`config.mk`:
```
export PLATFORM = sky130hd
export DESIGN_NAME = button_click_classifier
export DESIGN_NICKNAME = d
export VERILOG_FILES = /design/src/sv/bcc_pkg.sv /design/src/sv/bcc_cfg_regs.sv /design/src/sv/bcc_fsm.sv /design/src/sv/button_click_classifier.sv
export VERILOG_INCLUDE_DIRS = /design/src /design/src/sv
export SDC_FILE = /design/constraint.sdc
export NUM_CORES = 1
export LEC_CHECK = 0
export ABC_AREA = 1
export BUFFER_PORTS_ARGS = -buffer_cell sky130_fd_sc_hd__buf_2
export CAP_MARGIN = 20
export CELL_PAD_IN_SITES_DETAIL_PLACEMENT = 1
export CELL_PAD_IN_SITES_GLOBAL_PLACEMENT = 2
export CORE_ASPECT_RATIO = 1.4
export CORE_MARGIN = 5
export CORE_UTILIZATION = 31
export DETAILED_ROUTE_END_ITERATION = 6
export GPL_ROUTABILITY_DRIVEN = 0
export PLACE_DENSITY = 0.85
export SLEW_MARGIN = 20
export SYNTH_ARGS = -nofsm -noshare
export SYNTH_HDL_FRONTEND = slang
export SYNTH_SLANG_ARGS = --single-unit
```
`constraint.sdc`:
```
create_clock -name aclk -period 2.6 [get_ports aclk]
set_input_delay 0.39 -clock aclk [delete_from_list [all_inputs] [get_ports aclk]]
set_output_delay 0.39 -clock aclk [all_outputs]
set_load 0.02 [all_outputs]
```
`src/sv/assert_macros.svh`:
```
// Assertion macros shared by the button click classifier RTL.
`ifndef ASSERT_MACROS_SVH
`define ASSERT_MACROS_SVH

// Concurrent check on the rising edge, off while reset is asserted.
`define ASSERT_RST(label, clk, rstn, prop, msg) \
    label: assert property (@(posedge clk) disable iff (!(rstn)) prop) else $error(msg);

// Concurrent check on the rising edge, also during reset.
`define ASSERT_ALWAYS(label, clk, prop, msg) \
    label: assert property (@(posedge clk) prop) else $error(msg);

`endif

```
`src/sv/bcc_pkg.sv`:
```
// Types, codes and reset values for the button click classifier.
`timescale 1ns / 1ps

package bcc_pkg;

    localparam int COUNT_WIDTH_DEF = 16;
    localparam int REG_W           = 16;
    localparam int CFG_IDX_W       = 2;
    localparam int EVENT_W         = 2;

    typedef logic [CFG_IDX_W-1:0] cfg_idx_t;

    localparam cfg_idx_t CFG_ACTIVE_LEVEL = 2'd0;
    localparam cfg_idx_t CFG_DEBOUNCE     = 2'd1;
    localparam cfg_idx_t CFG_SINGLE_MAX   = 2'd2;
    localparam cfg_idx_t CFG_DOUBLE_GAP   = 2'd3;

    localparam logic             RST_ACTIVE_LEVEL = 1'b0;
    localparam logic [REG_W-1:0] RST_DEBOUNCE     = 16'd50;
    localparam logic [REG_W-1:0] RST_SINGLE_MAX   = 16'd1000;
    localparam logic [REG_W-1:0] RST_DOUBLE_GAP   = 16'd300;

    typedef enum logic [1:0] {
        PH_IDLE = 2'd0,
        PH_HELD = 2'd1,
        PH_GAP  = 2'd2,
        PH_WAIT = 2'd3
    } phase_t;

    typedef enum logic [EVENT_W-1:0] {
        EV_NONE   = 2'd0,
        EV_SINGLE = 2'd1,
        EV_DOUBLE = 2'd2,
        EV_LONG   = 2'd3
    } click_event_t;

    typedef struct packed {
        logic             active_level;
        logic [REG_W-1:0] debounce_ticks;
        logic [REG_W-1:0] single_max_ticks;
        logic [REG_W-1:0] double_gap_ticks;
    } cfg_t;

endpackage

```
`src/sv/bcc_cfg_regs.sv`:
```
// Configuration register file of the button click classifier.
`timescale 1ns / 1ps

module bcc_cfg_regs
    import bcc_pkg::*;
(
    input  logic             aclk,
    input  logic             aresetn,
    input  logic             cfg_we,
    input  cfg_idx_t         cfg_index,
    input  logic [REG_W-1:0] cfg_wdata,
    output cfg_t             cfg
);

    cfg_t cfg_reg;
    cfg_t cfg_next;

    always_comb begin
        cfg_next = cfg_reg;
        if (cfg_we) begin
            unique case (cfg_index)
                CFG_ACTIVE_LEVEL: cfg_next.active_level     = cfg_wdata[0];
                CFG_DEBOUNCE:     cfg_next.debounce_ticks   = cfg_wdata;
                CFG_SINGLE_MAX:   cfg_next.single_max_ticks = cfg_wdata;
                CFG_DOUBLE_GAP:   cfg_next.double_gap_ticks = cfg_wdata;
                default:          cfg_next = cfg_reg;
            endcase
        end
    end

    always_ff @(posedge aclk) begin
        if (!aresetn) begin
            cfg_reg.active_level     <= RST_ACTIVE_LEVEL;
            cfg_reg.debounce_ticks   <= RST_DEBOUNCE;
            cfg_reg.single_max_ticks <= RST_SINGLE_MAX;
            cfg_reg.double_gap_ticks <= RST_DOUBLE_GAP;
        end else begin
            cfg_reg <= cfg_next;
        end
    end

    assign cfg = cfg_reg;

endmodule

```
`src/sv/bcc_fsm.sv`:
```
// Press / gap state machine with saturating tick counters.
`timescale 1ns / 1ps

module bcc_fsm
    import bcc_pkg::*;
#(
    parameter int COUNT_WIDTH = COUNT_WIDTH_DEF
)
(
    input  logic         aclk,
    input  logic         aresetn,
    input  logic         sample_en,
    input  logic         pin_level,
    input  cfg_t         cfg,
    output click_event_t click_event
);

    `include "assert_macros.svh"

    localparam int CMP_W = (COUNT_WIDTH > REG_W) ? COUNT_WIDTH : REG_W;
    localparam logic [COUNT_WIDTH-1:0] CNT_MAX = '1;

    phase_t                 phase_reg, phase_next;
    logic [COUNT_WIDTH-1:0] press_count_reg, press_count_next;
    logic [COUNT_WIDTH-1:0] gap_count_reg, gap_count_next;

    logic                   pressed;
    logic [COUNT_WIDTH-1:0] press_inc;
    logic [COUNT_WIDTH-1:0] gap_inc;
    logic [CMP_W-1:0]       press_ext;
    logic [CMP_W-1:0]       gap_inc_ext;
    logic                   gap_closed;
    logic                   above_debounce;
    logic                   above_single;

    assign pressed   = (pin_level == cfg.active_level);
    assign press_inc = (press_count_reg == CNT_MAX) ? CNT_MAX : press_count_reg + 1'b1;
    assign gap_inc   = (gap_count_reg == CNT_MAX) ? CNT_MAX : gap_count_reg + 1'b1;

    assign press_ext      = CMP_W'(press_count_reg);
    assign gap_inc_ext    = CMP_W'(gap_inc);
    assign gap_closed     = gap_inc_ext > CMP_W'(cfg.double_gap_ticks);
    assign above_debounce = press_ext > CMP_W'(cfg.debounce_ticks);
    assign above_single   = press_ext > CMP_W'(cfg.single_max_ticks);

    always_comb begin
        phase_next       = phase_reg;
        press_count_next = press_count_reg;
        gap_count_next   = gap_count_reg;
        click_event      = EV_NONE;
        unique case (phase_reg)
            PH_IDLE: begin
                if (pressed) begin
                    press_count_next = press_inc;
                    phase_next       = PH_HELD;
                end
            end
            PH_HELD, PH_GAP: begin
                if (pressed && phase_reg == PH_HELD) begin
                    press_count_next = press_inc;
                end else if (pressed) begin
                    // New press inside the window: double click, then wait for release
                    press_count_next = '0;
                    gap_count_next   = '0;
                    phase_next       = PH_WAIT;
                    click_event      = EV_DOUBLE;
                end else if (gap_closed) begin
                    // Window over: classify by press length, too short drops
                    press_count_next = '0;
                    gap_count_next   = '0;
                    phase_next       = PH_IDLE;
                    if (above_single) begin
                        click_event = EV_LONG;
                    end else if (above_debounce) begin
                        click_event = EV_SINGLE;
                    end
                end else begin
                    gap_count_next = gap_inc;
                    phase_next     = PH_GAP;
                end
            end
            PH_WAIT: begin
                if (!pressed) begin
                    press_count_next = '0;
                    gap_count_next   = '0;
                    phase_next       = PH_IDLE;
                end
            end
            default: phase_next = PH_IDLE;
        endcase
    end

    always_ff @(posedge aclk) begin
        if (!aresetn) begin
            phase_reg       <= PH_IDLE;
            press_count_reg <= '0;
            gap_count_reg   <= '0;
        end else if (sample_en) begin
            phase_reg       <= phase_next;
            press_count_reg <= press_count_next;
            gap_count_reg   <= gap_count_next;
        end
    end

    `ASSERT_RST(a_gap_zero_outside_gap, aclk, aresetn, (phase_reg != PH_GAP) |-> (gap_count_reg == '0), "gap counter nonzero outside gap phase")
    `ASSERT_RST(a_idle_counts_clear, aclk, aresetn, (phase_reg == PH_IDLE || phase_reg == PH_WAIT) |-> (press_count_reg == '0), "press counter nonzero in idle or wait")
    `ASSERT_RST(a_double_then_wait, aclk, aresetn, (sample_en && click_event == EV_DOUBLE) |=> (phase_reg == PH_WAIT), "double click did not enter wait for release")

endmodule

```
`src/sv/button_click_classifier.sv`:
```
// Top level of the push-button single / double / long click classifier.
//
//   channel   dir   handshake            payload
//   s_        in    s_tvalid/s_tready    s_tdata[0]   pin_level
//   m_        out   m_tvalid/m_tready    m_tdata[1:0] click_event
//   cfg_      in    cfg_we (no stall)    cfg_index, cfg_wdata
//
// One sample per cycle while s_tready is high: the state machine updates on the
// accepted transaction and the output register takes the event on the same edge.
// Every accepted sample yields exactly one result transaction (possibly none-event).
// Reset (aresetn low, synchronous) returns to idle with counters cleared and
// registers at their defaults.
// A stall on m_ holds the output register; s_tready drops only while a
// result waits and m_tready is low.
`timescale 1ns / 1ps

module button_click_classifier
    import bcc_pkg::*;
#(
    parameter int COUNT_WIDTH = COUNT_WIDTH_DEF
)
(
    input  logic             aclk,
    input  logic             aresetn,
    // Sample channel
    input  logic             s_tvalid,
    output logic             s_tready,
    input  logic [7:0]       s_tdata,   // [0] pin_level, [7:1] zero
    // Event channel
    output logic             m_tvalid,
    input  logic             m_tready,
    output logic [7:0]       m_tdata,   // [1:0] click_event, [7:2] zero
    // Configuration write port
    input  logic             cfg_we,
    input  cfg_idx_t         cfg_index,
    input  logic [REG_W-1:0] cfg_wdata
);

    `include "assert_macros.svh"

    cfg_t         cfg;
    click_event_t event_comb;
    logic         s_accept;

    logic         m_valid_reg, m_valid_next;
    click_event_t m_event_reg;

    bcc_cfg_regs u_cfg (
        .aclk      (aclk),
        .aresetn   (aresetn),
        .cfg_we    (cfg_we),
        .cfg_index (cfg_index),
        .cfg_wdata (cfg_wdata),
        .cfg       (cfg)
    );

    bcc_fsm #(
        .COUNT_WIDTH (COUNT_WIDTH)
    ) u_fsm (
        .aclk        (aclk),
        .aresetn     (aresetn),
        .sample_en   (s_accept),
        .pin_level   (s_tdata[0]),
        .cfg         (cfg),
        .click_event (event_comb)
    );

    // Accept whenever the output register is empty or drains this cycle
    assign s_tready = !m_valid_reg || m_tready;
    assign s_accept = s_tvalid && s_tready;

    always_comb begin
        m_valid_next = m_valid_reg;
        if (s_accept) begin
            m_valid_next = 1'b1;
        end else if (m_tready) begin
            m_valid_next = 1'b0;
        end
    end

    always_ff @(posedge aclk) begin
        if (!aresetn) begin
            m_valid_reg <= 1'b0;
        end else begin
            m_valid_reg <= m_valid_next;
        end
    end

    // Payload: load on accept, hold otherwise
    always_ff @(posedge aclk) begin
        if (s_accept) begin
            m_event_reg <= event_comb;
        end
    end

    assign m_tvalid = m_valid_reg;
    assign m_tdata  = {{(8 - EVENT_W){1'b0}}, m_event_reg};

    `ASSERT_RST(a_accept_gives_result, aclk, aresetn, s_accept |=> m_tvalid, "accepted sample produced no result")
    `ASSERT_ALWAYS(a_reset_clears_valid, aclk, !aresetn |=> !m_tvalid, "result valid after reset")

endmodule

```
; ---- Word level (Yosys, flattened, before mapping)
; Index checks and enable logic that the tools add are counted.
[classes]
n_addsub = 2
order_cmp = 3
n_eq_ne = 13
n_mux = 24
bitwise_logic = 2
reduce_logical = 18
[op_table]
columns = operator, n
row1 = $mux W16, 10
row2 = $gt A16 B16 Y1, 3
row3 = $pmux W16 S3, 1
row4 = $add A16 B1 Y16 const B, 2
row5 = $eq A16 B16 Y1 const B, 2
row6 = $pmux W16 S2, 1
row7 = $mux W2, 8
row8 = $reduce_and A4 Y1, 3
row9 = $eq A2 B2 Y1 const B, 4
row10 = $reduce_and A2 Y1, 4
row11 = $pmux W2 S3, 1
row12 = $eq A2 B1 Y1 const B, 2
row13 = $logic_not A2 Y1, 2
row14 = $ne A2 B2 Y1 const B, 2
row15 = $ne A4 B1 Y1 const B, 1
row16 = $reduce_bool A2 Y1, 2
row17 = $reduce_or A2 Y1, 2
row18 = $reduce_or A4 Y1, 1
row19 = $mux W1, 3
row20 = $logic_and A1 B1 Y1, 2
row21 = $ne A2 B1 Y1 const B, 1
row22 = $not A1 Y1, 2
row23 = $eq A1 B1 Y1, 1
row24 = $logic_not A1 Y1, 1
row25 = $logic_or A1 B1 Y1, 1
[totals]
ff_bits = 86
inputBits = 31
out_inout_bits = 10
wordCells = 72

; ---- Logic depth before layout (Yosys ltp)
[logic_depth]
word_depth = 7
depth_mapped = 25
ltp_nobuf = 23

; ---- Hierarchy
; A second synthesis with hierarchy kept.
[unflattened]
cells_unflattened = 889
area_unflattened_um2 = 5794.3
[modules_own_cells]
columns = module, n_inst, cells_per_inst, area_each_um2, seq_area_each_um2
row1 = bcc_fsm, 1, 580, 3659.8, 680.7
row2 = bcc_cfg_regs, 1, 293, 1974.4, 980.9
row3 = button_click_classifier, 1, 16, 160.2, 80.1

; ---- Least setup slack after synthesis
; OpenSTA, ideal clock, no wires.
[synth_timing]
path_kind = reg2reg
startpoint = register u_fsm.gap_count_reg[0]
endpoint = register u_fsm.press_count_reg[6]
setup_ns = 0.115
arrival_ns = 2.514
required_ns = 2.485
path_slack_ns = -0.029
stages_incl_launch_ff = 20
n_path_buf = 2
period_less_slack_ns = 2.629
path_cell_list = dfxtp_1 -> ha_1 -> nand3_2 -> inv_1 -> nand2_1 -> inv_2 -> nand3_2 -> buf_6 -> nand2_1 -> ha_1 -> a21o_1 -> nor2_1 -> nand2_1 -> nand2_1 -> nand2_1 -> nand2_2 -> nand3_2 -> buf_2 -> a21oi_1 -> nor2_1
[synth_between]
elab_chain_cells = 5
elab_cells_between_ends = 6
classes_between = add/sub (1) / order compare (1) / eq/ne (2) / mux (1) / reduce/logical (1)
[synth_lines]
columns = item, line
row1 = "start, declared", bcc_fsm.sv:25  ; logic [COUNT_WIDTH-1:0] gap_count_reg, gap_count_next;
row2 = "start signal, assigned", bcc_fsm.sv:101  ; gap_count_reg <= gap_count_next;
row3 = $add A16 B1 Y16 / $eq A16 B16 Y1 (equally long branches), bcc_fsm.sv:38  ; assign gap_inc = (gap_count_reg == CNT_MAX) ? CNT_MAX : gap_count_reg + 1'b1;
row4 = $mux W16 (*), bcc_fsm.sv:38
row5 = $gt A16 B16 Y1 (*), bcc_fsm.sv:42  ; assign gap_closed = gap_inc_ext > CMP_W'(cfg.double_gap_ticks);
row6 = $ne A4 B1 Y1 (no source line) (*), n/a
row7 = $reduce_and A4 Y1 (no source line) (*), n/a
row8 = "end signal, assigned", bcc_fsm.sv:100  ; press_count_reg <= press_count_next;
row9 = "end, declared", bcc_fsm.sv:24  ; logic [COUNT_WIDTH-1:0] press_count_reg, press_count_next;
; Mark *: on every way between the ends. The rest lies on a longest branch, timed or not.
; A chain may end at the register's enable or synchronous reset.

; ---- Final worst setup path
[layout_timing]
startpoint = register u_fsm.gap_count_reg[0]
endpoint = register u_fsm.press_count_reg[7]
; Same word-level chain as after synthesis.

==> flow_metrics.env <==
export IMPL_cts_tree="built"
export IMPL_cts_sinks=86
export IMPL_synth_edf_count=2
export IMPL_hpwl_mm=11.46
export IMPL_finalNetCount=929
export IMPL_cp_cell_sequence="buf_6 > nand3_4 > nor2_4 > buf_6 > buf_6 > nand3_1 > nand3_4 > ha_4 > nand2_1 > nand2_1 > nand3_1 > nand2_1 > a21oi_2 > nand2_2 > nand2_4 > nand3_4 > clkbuf_16 > nand3_1 > nand2_1 > nor2_1"
export IMPL_post_route_util=0.4085
export IMPL_ant_nets=0
export IMPL_grt_pass1_vias=5301
export IMPL_totalWireLength_mm=16.75
export IMPL_critPathSlowestCell="dfxtp_4"
export IMPL_numCtsBuffers=9
export IMPL_cp_max_fo=8
export IMPL_synth_area_mm2=0.005464
export IMPL_fin_skew_ns=0.008904
export IMPL_worstPathArrival_ns=3.08
export IMPL_slew_headroom=0.2901
export IMPL_critical_path_max_stage_delay_ns=0.36
export IMPL_outcome="finished with violations"
export IMPL_worstRegToRegCells=20
export IMPL_clock_root_buffer="clkbuf_16"
export IMPL_insertion_delay_ns=0.35
export IMPL_fmax_mhz=357.4
export IMPL_h_tree_depth=3
export IMPL_drc=0
export IMPL_num_vias=5377
export IMPL_ios=41
export IMPL_synth_largest_area_cell="dfxtp_1"
export IMPL_syn_area_per_cell_um2=7.032
export IMPL_initial_utilization=0.3153
export IMPL_wl_per_cell_um=15.44
export IMPL_n_antenna_cell=0
export IMPL_async_flop_share=0
export IMPL_tightestPinTransition_ns=1.064
export IMPL_clkTransAtPathRegs_ns=0.07
export IMPL_drv_slew=0
export IMPL_fp_dieArea_mm2=0.02042
export IMPL_synth_seq_area_share=0.3188
export IMPL_synth_cell_type_count=35
export IMPL_die_x_um=122.2
export IMPL_grt_max_degree=61
export IMPL_grt_antenna_before_repair=0
export IMPL_yosys_most_used_dff="dfxtp_1"
export IMPL_drtIter0Drc=182
export IMPL_p_per_area_mw_per_mm2=488.1
export IMPL_largest_register_ff_count=49
export IMPL_hold_viol=0
export IMPL_setup_viol=32
export IMPL_hold_depth=3
export IMPL_crit_cells=20
export IMPL_cts_path_max_buffers=2
export IMPL_rsz0062_at_grt="yes"
export IMPL_grt_pass1_wl_mm=26.21
export IMPL_total_power_mw=3.456
export IMPL_drv_cap=0
export IMPL_critPathKind="reg2reg"
export IMPL_layout_setup_ws_ns=-0.1980
export IMPL_crit_required_ns=2.88
export IMPL_ys_ff_latch=86
export IMPL_grt_overflow=0
export IMPL_synth_cells_most_frequent="163 x nand2_1, 96 x a21oi_1, 96 x inv_1, 84 x dfxtp_1, 54 x ha_1"
export IMPL_failed_checks="setup timing"
export IMPL_vias_per_cell=4.956
export IMPL_hp_class="in2reg"
export IMPL_p_leak_nw=3.141
export IMPL_syn_inst=777
export IMPL_hold_buffers=0
export IMPL_grt_total_usage=0.1604
export IMPL_io_buffers=27
export IMPL_synth_area_top_cells="dfxtp_1 31%, ha_1 12%, nand2_1 11%, a21oi_1 8.8%, inv_1 6.6%"
export IMPL_yosysMostFrequentCell="nand2_1"
export IMPL_cp_num_buf_inv=4
export IMPL_worstSetupStartpointType="flop"
export IMPL_die_y_um=167.1
export IMPL_fillers=2144
export IMPL_dr_pass1_iters=6
export IMPL_netlist_area_leader_share=0.3078
export IMPL_period_share=1.076
export IMPL_crit_path_end_kind="flop"
export IMPL_area_growth_pct=29.56
export IMPL_crit_path_frequent_cell="nand2_1"
export IMPL_ir_drop_mv=0.2657
export IMPL_post_route_min_period_ns=2.798
export IMPL_row_count=57
export IMPL_drive_gt1_frac=0.2403
export IMPL_coreArea_mm2=0.01733
export IMPL_yosysWarnings=0
export IMPL_critPathTopFamily="simple AND/OR/NAND/NOR gates"
==> layout by cell type (no fill, tap or decap), drive strengths merged <==
| cell | instances |
|---|---|
| a21o | 1 |
| clkbuf | 11 |
| nor3 | 21 |
| conb | 6 |
| nand3 | 61 |
| nand4 | 28 |
| nor2 | 49 |
| dfxtp | 84 |
| clkinvlp | 2 |
| edfxtp | 2 |
| xor2 | 6 |
| or2 | 3 |
| o21a | 1 |
| buf | 83 |
| xnor2 | 5 |
| inv | 102 |
| a21oi | 96 |
| bufinv | 1 |
| o211ai | 9 |
| clkinv | 3 |
| nor4 | 3 |
| nand2 | 165 |
| o21ai | 52 |
| a211oi | 1 |
| ha | 54 |
==> metal layers <==
metal  GRT usage  part of all wire  vias up
met5           0                 0        -
met2      0.3124              0.56       41
met1      0.1734              0.40     2594
met3     0.02171             0.018       26
li1            -                 -     2716
met4     0.05117             0.022        0
==> where the power goes <==
group / switching [mW] / internal, mW / leakage [nW]
clock network: 0.585 / 0.749 / 0.142
logic: 0.415 / 0.244 / 2.29
registers: 0.0714 / 1.39 / 0.712
==> cells by family (layout without fill, tap and decap cells) <==
logic type,after synthesis,count (layout),synth area share
XOR/XNOR,11,11,0.01901
adder cells (fa/ha/maj),54,54,0.1237
flip-flops,86,86,0.3188
other,1,6,0.0006863
buffers and inverters,136,202,0.1053
AO/OA/AOI/OAI,160,160,0.1521
AND/OR/NAND/NOR,329,330,0.2805
==> what timing repair did <==
action / CTS / global route
endpoints found under the setup margin: 35 / 35
gates cloned: 2 / 2
buffers inserted: 1 / 8
gates resized for setup: 68 / 53
pin swaps: 8 / 21
==> per-stage QoR <==
step                setup WS [ns]  hold WS, ns  cell area (µm²)  setup TNS (ns)  std cells
CTS                       -0.1042       0.2932             6743          -1.477       1075
detailed placement        -0.3164       0.4585             6080          -8.792       1056
floorplan               -0.001888       0.4348             5487        -0.02702        782
global route              -0.3690       0.3166             7079          -7.864       1085
finish                    -0.1980       0.2976             7079          -3.199       1085
global placement          -0.2707       0.4501             6080          -7.539       1056
==> final timing paths <==
path,endpoint,start,slack (ns)
setup / recovery,u_fsm.press_count_reg[7],u_fsm.gap_count_reg[0],-0.20
hold / removal,m_tvalid,s_tvalid,0.30
setup reg to reg,u_fsm.press_count_reg[7],u_fsm.gap_count_reg[0],-0.20
hold reg to reg,u_cfg.cfg[41],u_cfg.cfg[41],0.47
==> cell type report <==
class,count,area [µm²],area share
multi-input cells,561,3645,0.5148
well taps,236,295.3,0.04171
repair buffers,85,695.7,0.09827
clock inverters,7,72.57,0.01025
clock buffers,9,225.2,0.03181
inverters,101,387.9,0.05479
flip-flops and latches,86,1758,0.2483
==> worst register-to-register path, cell delays in order, from the launching register on <==
cell       delay (ns)
dfxtp_4          0.36
buf_6            0.11
nand3_4          0.09
nor2_4           0.18
buf_6            0.12
buf_6            0.10
nand3_1          0.11
nand3_4          0.12
ha_4             0.20
nand2_1          0.05
nand2_1          0.06
nand3_1          0.07
nand2_1          0.07
a21oi_2          0.21
nand2_2          0.09
nand2_4          0.11
nand3_4          0.17
clkbuf_16        0.24
nand3_1          0.07
nand2_1          0.08
nor2_1           0.12
(Power assumes the default switching activity.)
